**src/rtl/bitmap_sort_engine_core_assert.svh**
```systemverilog
// ----------------------------------------------------------------------------
// bitmap_sort_engine_core_assert.svh
// Assertion macros used by the bitmap sort engine datapath.
// ----------------------------------------------------------------------------
`ifndef BITMAP_SORT_ENGINE_CORE_ASSERT_SVH
`define BITMAP_SORT_ENGINE_CORE_ASSERT_SVH

// same-cycle implication, sampled on clk_i, off during reset
`define BSE_ASSERT_IMP(lbl, ante, cons) \
  lbl: assert property (@(posedge clk_i) disable iff (!rst_ni) (ante) |-> (cons)) \
    else $error("bse: same-cycle check failed");

// next-cycle implication
`define BSE_ASSERT_NXT(lbl, ante, cons) \
  lbl: assert property (@(posedge clk_i) disable iff (!rst_ni) (ante) |=> (cons)) \
    else $error("bse: next-cycle check failed");

`endif

```
**src/rtl/bse_pkg.sv**
```systemverilog
// ----------------------------------------------------------------------------
// bse_pkg
// Widths, types and command codes of the bitmap sort engine.
// ----------------------------------------------------------------------------
package bse_pkg;

  localparam int KEY_BITS   = 16;
  localparam int WORD_BITS  = 8;
  localparam int OFF_BITS   = $clog2(WORD_BITS);
  localparam int ADDR_BITS  = KEY_BITS - OFF_BITS;
  localparam int WORD_COUNT = 1 << ADDR_BITS;

  typedef logic [KEY_BITS-1:0]  key_t;
  typedef logic [WORD_BITS-1:0] word_t;
  typedef logic [OFF_BITS-1:0]  off_t;
  typedef logic [ADDR_BITS-1:0] addr_t;
  typedef logic [KEY_BITS:0]    count_t;

  // top bit of a word holds the lowest key of that word
  localparam word_t TOP_BIT = word_t'(1) << (WORD_BITS - 1);

  localparam logic OP_INSERT = 1'b0;
  localparam logic OP_FETCH  = 1'b1;

  typedef enum logic [1:0] {
    ST_CLEAR,
    ST_IDLE,
    ST_INSERT,
    ST_SCAN
  } state_e;

  typedef enum logic [2:0] {
    CMD_NONE,
    CMD_CLEAR,
    CMD_INS_RD,
    CMD_INS_WR,
    CMD_FET_RD,
    CMD_FET_CHK,
    CMD_EMPTY
  } cmd_e;

  typedef struct packed {
    cmd_e op;
  } dp_cmd_t;

  typedef struct packed {
    logic clr_last;
    logic empty;
    logic word_hit;
  } dp_stat_t;

  function automatic word_t bit_for(off_t off);
    return TOP_BIT >> off;
  endfunction

  // offset of the first set bit counted from the top
  function automatic off_t first_offset(word_t w);
    off_t off;
    off = '0;
    for (int i = WORD_BITS - 1; i >= 0; i--) begin
      if (w[WORD_BITS-1-i]) begin
        off = off_t'(i);
      end
    end
    return off;
  endfunction

endpackage

```
**src/rtl/bse_ctrl.sv**
```systemverilog
// ----------------------------------------------------------------------------
// bse_ctrl
// Sequencer of the bitmap sort engine: clear pass, insert, fetch scan.
// ----------------------------------------------------------------------------
module bse_ctrl (
  input  logic              clk_i,
  input  logic              rst_ni,
  input  logic              start,
  input  logic              operation_i,
  input  bse_pkg::dp_stat_t stat_i,
  output bse_pkg::dp_cmd_t  cmd_o,
  output logic              busy
);

  bse_pkg::state_e state_q, state_d;

  always_ff @(posedge clk_i or negedge rst_ni) begin
    if (!rst_ni) begin
      state_q <= bse_pkg::ST_CLEAR;
    end else begin
      state_q <= state_d;
    end
  end

  always_comb begin
    state_d   = state_q;
    cmd_o.op  = bse_pkg::CMD_NONE;
    busy      = 1'b1;
    case (state_q)
      bse_pkg::ST_CLEAR: begin
        cmd_o.op = bse_pkg::CMD_CLEAR;
        if (stat_i.clr_last) begin
          state_d = bse_pkg::ST_IDLE;
        end
      end
      bse_pkg::ST_IDLE: begin
        busy = 1'b0;
        if (start) begin
          if (operation_i == bse_pkg::OP_INSERT) begin
            cmd_o.op = bse_pkg::CMD_INS_RD;
            state_d  = bse_pkg::ST_INSERT;
          end else if (stat_i.empty) begin
            // nothing stored: answer at once, no scan
            cmd_o.op = bse_pkg::CMD_EMPTY;
          end else begin
            cmd_o.op = bse_pkg::CMD_FET_RD;
            state_d  = bse_pkg::ST_SCAN;
          end
        end
      end
      bse_pkg::ST_INSERT: begin
        cmd_o.op = bse_pkg::CMD_INS_WR;
        state_d  = bse_pkg::ST_IDLE;
      end
      bse_pkg::ST_SCAN: begin
        cmd_o.op = bse_pkg::CMD_FET_CHK;
        if (stat_i.word_hit) begin
          state_d = bse_pkg::ST_IDLE;
        end
      end
      default: begin
        state_d = bse_pkg::ST_IDLE;
      end
    endcase
  end

endmodule

```
**config.mk**
```make
export PLATFORM = sky130hd
export DESIGN_NAME = bse_ctrl
export DESIGN_NICKNAME = d
export VERILOG_FILES = /design/src/rtl/bitmap_sort_engine_core_assert.svh /design/src/rtl/bse_pkg.sv /design/src/rtl/bse_ctrl.sv
export SDC_FILE = /design/constraint.sdc
export NUM_CORES = 1
export LEC_CHECK = 0
export BUFFER_PORTS_ARGS = -buffer_cell sky130_fd_sc_hd__buf_2
export CORE_AREA = 2 2 39 41
export CTS_BUF_LIST = sky130_fd_sc_hd__clkbuf_4
export CTS_CLUSTER_DIAMETER = 150
export DETAILED_ROUTE_END_ITERATION = 8
export DIE_AREA = 0 0 41 43
export SLEW_MARGIN = 15
export SYNTH_ARGS = -nofsm -noshare
export SYNTH_HDL_FRONTEND = slang
export SYNTH_SLANG_ARGS = --single-unit
```
**constraint.sdc**
```tcl
create_clock -name clk_i -period 0.83 [get_ports clk_i]
set_clock_uncertainty 0.05 [all_clocks]
set_input_delay 0.1245 -clock clk_i [delete_from_list [all_inputs] [get_ports clk_i]]
set_output_delay 0.1245 -clock clk_i [all_outputs]
set_load 0.01 [all_outputs]
```
==> impl_results.md <==
- Top-level port count: 11
- Leakage: 0.163 nW
- Primary FF master, synth: dfrtp_1
- Sequential fraction of the synthesis area: 35.1%
- IR drop worst, VDD: 0.562 mV
- Rows: 14
- Multi-input logic area: 100 µm²
- WHS: 0.0880 ns
- Reg with most FFs: state_q
- Fraction of registers with async set/reset: 100%
- Wire length per cell: 7.75 µm
- Grt total ovfl: 0
- Reg clk slew, reported paths: 0.03 ns
- Post-Syn Area per Cell: 8.39 µm²
- Least-Margin Pin Slew: 0.131 ns
- Largest net degree at the start of global routing: 5
- Min setup slack post-route: -0.424 ns
- Mapped Nets: 24
- CP Class: flip-flop to output pin
- Cell Count, Final, Fillers Out: 53
- RePlAce Congestion: 0.643
- Synth area leader: dfrtp_1
- Library cells used by synthesis: 13
- Critical Path RT: 0.66 ns
- Fmax: 797 MHz
- CTS tree: built
- Hold Path Class: input pin to flip-flop
- Synth warn: 0
- Status: finished, violations left
- Die Area: 1760 µm²
- Fin. max-slew vios: 0
- Fin crit share: 151%
- Via Count: 186
- Clock buffer count from CTS: 3
- CORE AREA: 1380 µm²
- Final Hold Violating Endpoints: 0
- Seq cells post-synth: 2
- Die height: 43 µm
- Final Util: 24.3%
- Number of synthesized flops with an enable pin: 0
- Max-Slew Margin vs Limit: 91.3%
- Setup-failing EPs final: 6
- Htree depth: 1
- CP endpoint kind: output pin
- Via-to-Cell Ratio: 3.51
- Port bufs: 10
- Antenna violations before repair: 0
- Initial DRT Pass Iterations: 2
- TNS Setup: -1.80 ns
- Sequential Area: 51.3 µm²
- Yosys top cell area share: 35.1%
- ANT cells: 0
- Total power divided by cell area: 2150 nW/µm²
- CP startpoint kind: flip-flop
- Worst-Skew Late Latency: 0.22 ns
- Max-cap violations: 0
- Global-route wire length before repair: 558 µm
- Top flop regs: state_q (2)
- Synth-to-Final Area Change: 136%
- Arrival time at the worst endpoint: 1.08 ns
- Layout cells sized above 1: 75.7%
- Commonest cells post-synth: dfrtp_1 (2), inv_1 (2), nand2_1 (2), nand2b_1 (2)
- Synth Instances: 17
- Starting Density: 10.3%
- Clock sinks: 2
- Initial DRC count: 4
- Violations in the final reports: negative setup slack
- Vias in the first global route: 169
- RSZ-0062 raised after global routing: yes
- Gr usage total: 5.11%
- Detail Route Antenna Nets: 0
- Fill cells: 155
- Mapped cell area: 143 µm²
- CTS Root Buffer Type: clkbuf_4
- Tmin final: 1.25 ns
- Placed cell count: 48
- Fin nets: 46
- Max FFs per register: 2
- Post-route DRC: 0
- Dpl hpwl: 347 µm
- DP Worst Slack: -0.199 ns
- Clk buf depth: 2
- Drt total wl: 411 µm
- Dominant cells by area after synthesis: dfrtp_1 (35%), nand2b_1 (8.8%), a21boi_2 (7.9%)
- Critical path fanouts, max: 2
- Die width: 41 µm
==> kinds of logic (layout without fill, tap and decap cells) <==
family	Yosys count	count (layout)	share of synthesized area, %
compound gates	5	5	27.2
simple gates	7	7	27.2
buf+inv	3	23	10.5
flops	2	2	35.1
==> routing by layer <==
layer  up-vias  global-route usage (%)  wire length (µm)
li1         96                       -                 -
met1        85                    4.46               163
met2         5                    7.81               228
met3         0                    3.14                19
met4         0                    4.00                 0
met5         -                       0                 0
==> worst max-delay path, cell delays in order, from the launching register on <==
cell       delay [ns]
dfrtp_1          0.37
nand2b_4         0.15
a21oi_2          0.11
o2bb2ai_2        0.10
buf_2            0.13
==> cell type report <==
type | instances | share of cell area (%)
repair buffers | 18 | 39.4
clock buffers | 3 | 6.69
multi-input cells | 12 | 29.7
well taps | 16 | 5.95
flip-flops and latches | 2 | 15.2
inverters | 2 | 2.97
==> through the flow <==
step / total power, W / cell area (µm²)
floorplan: 0.000287 / 156
global placement: 0.000426 / 264
detailed placement: 0.000433 / 264
CTS: 0.000720 / 322
global route: 0.000776 / 337
finish: 0.000723 / 337
==> power breakdown <==
part	switching, W	total (W)	internal (W)
clock network	0.0000525	0.000212	0.000159
logic	0.000143	0.000373	0.000230
registers	0.0000204	0.000138	0.000118
total	0.000216	0.000723	0.000507
==> path summary, 6_finish.rpt <==
| kind | from | cells after the start | endpoint | slack (ns) |
|---|---|---|---|---|
| setup / recovery | state_q[1] | 4 | cmd_o[1] | -0.42 |
| hold / removal | stat_i[2] | 3 | state_q[0] | 0.09 |
| setup reg to reg | state_q[0] | 4 | state_q[0] | -0.20 |
| hold reg to reg | state_q[1] | 4 | state_q[1] | 0.60 |
| max in group asynchronous | rst_ni | 2 | state_q[0] | 0.45 |
| min in group asynchronous | rst_ni | 2 | state_q[1] | 0.16 |
==> cell usage in the layout, fill, tap and decap left out, drive strengths merged <==
cell	Yosys	routed
a21oi	2	2
buf	1	17
dlygate4sd3	0	1
nor2b	1	1
nand2	2	2
nand3	1	1
a21boi	1	1
nand2b	2	2
dfrtp	2	2
inv	2	2
clkbuf	0	3
nand3b	1	1
o2bb2ai	1	1
o21ai	1	1
==> what timing repair did <==
action / 4_1_cts / 5_1_grt
hold buffers: 1 / 0
gates resized for setup: 8 / 2
endpoints found under the setup margin: 6 / 6
endpoints found under the hold margin: 2 / 0
pin swaps: 0 / 0
setup buffers: 0 / 1
(Power assumes the default switching activity.)
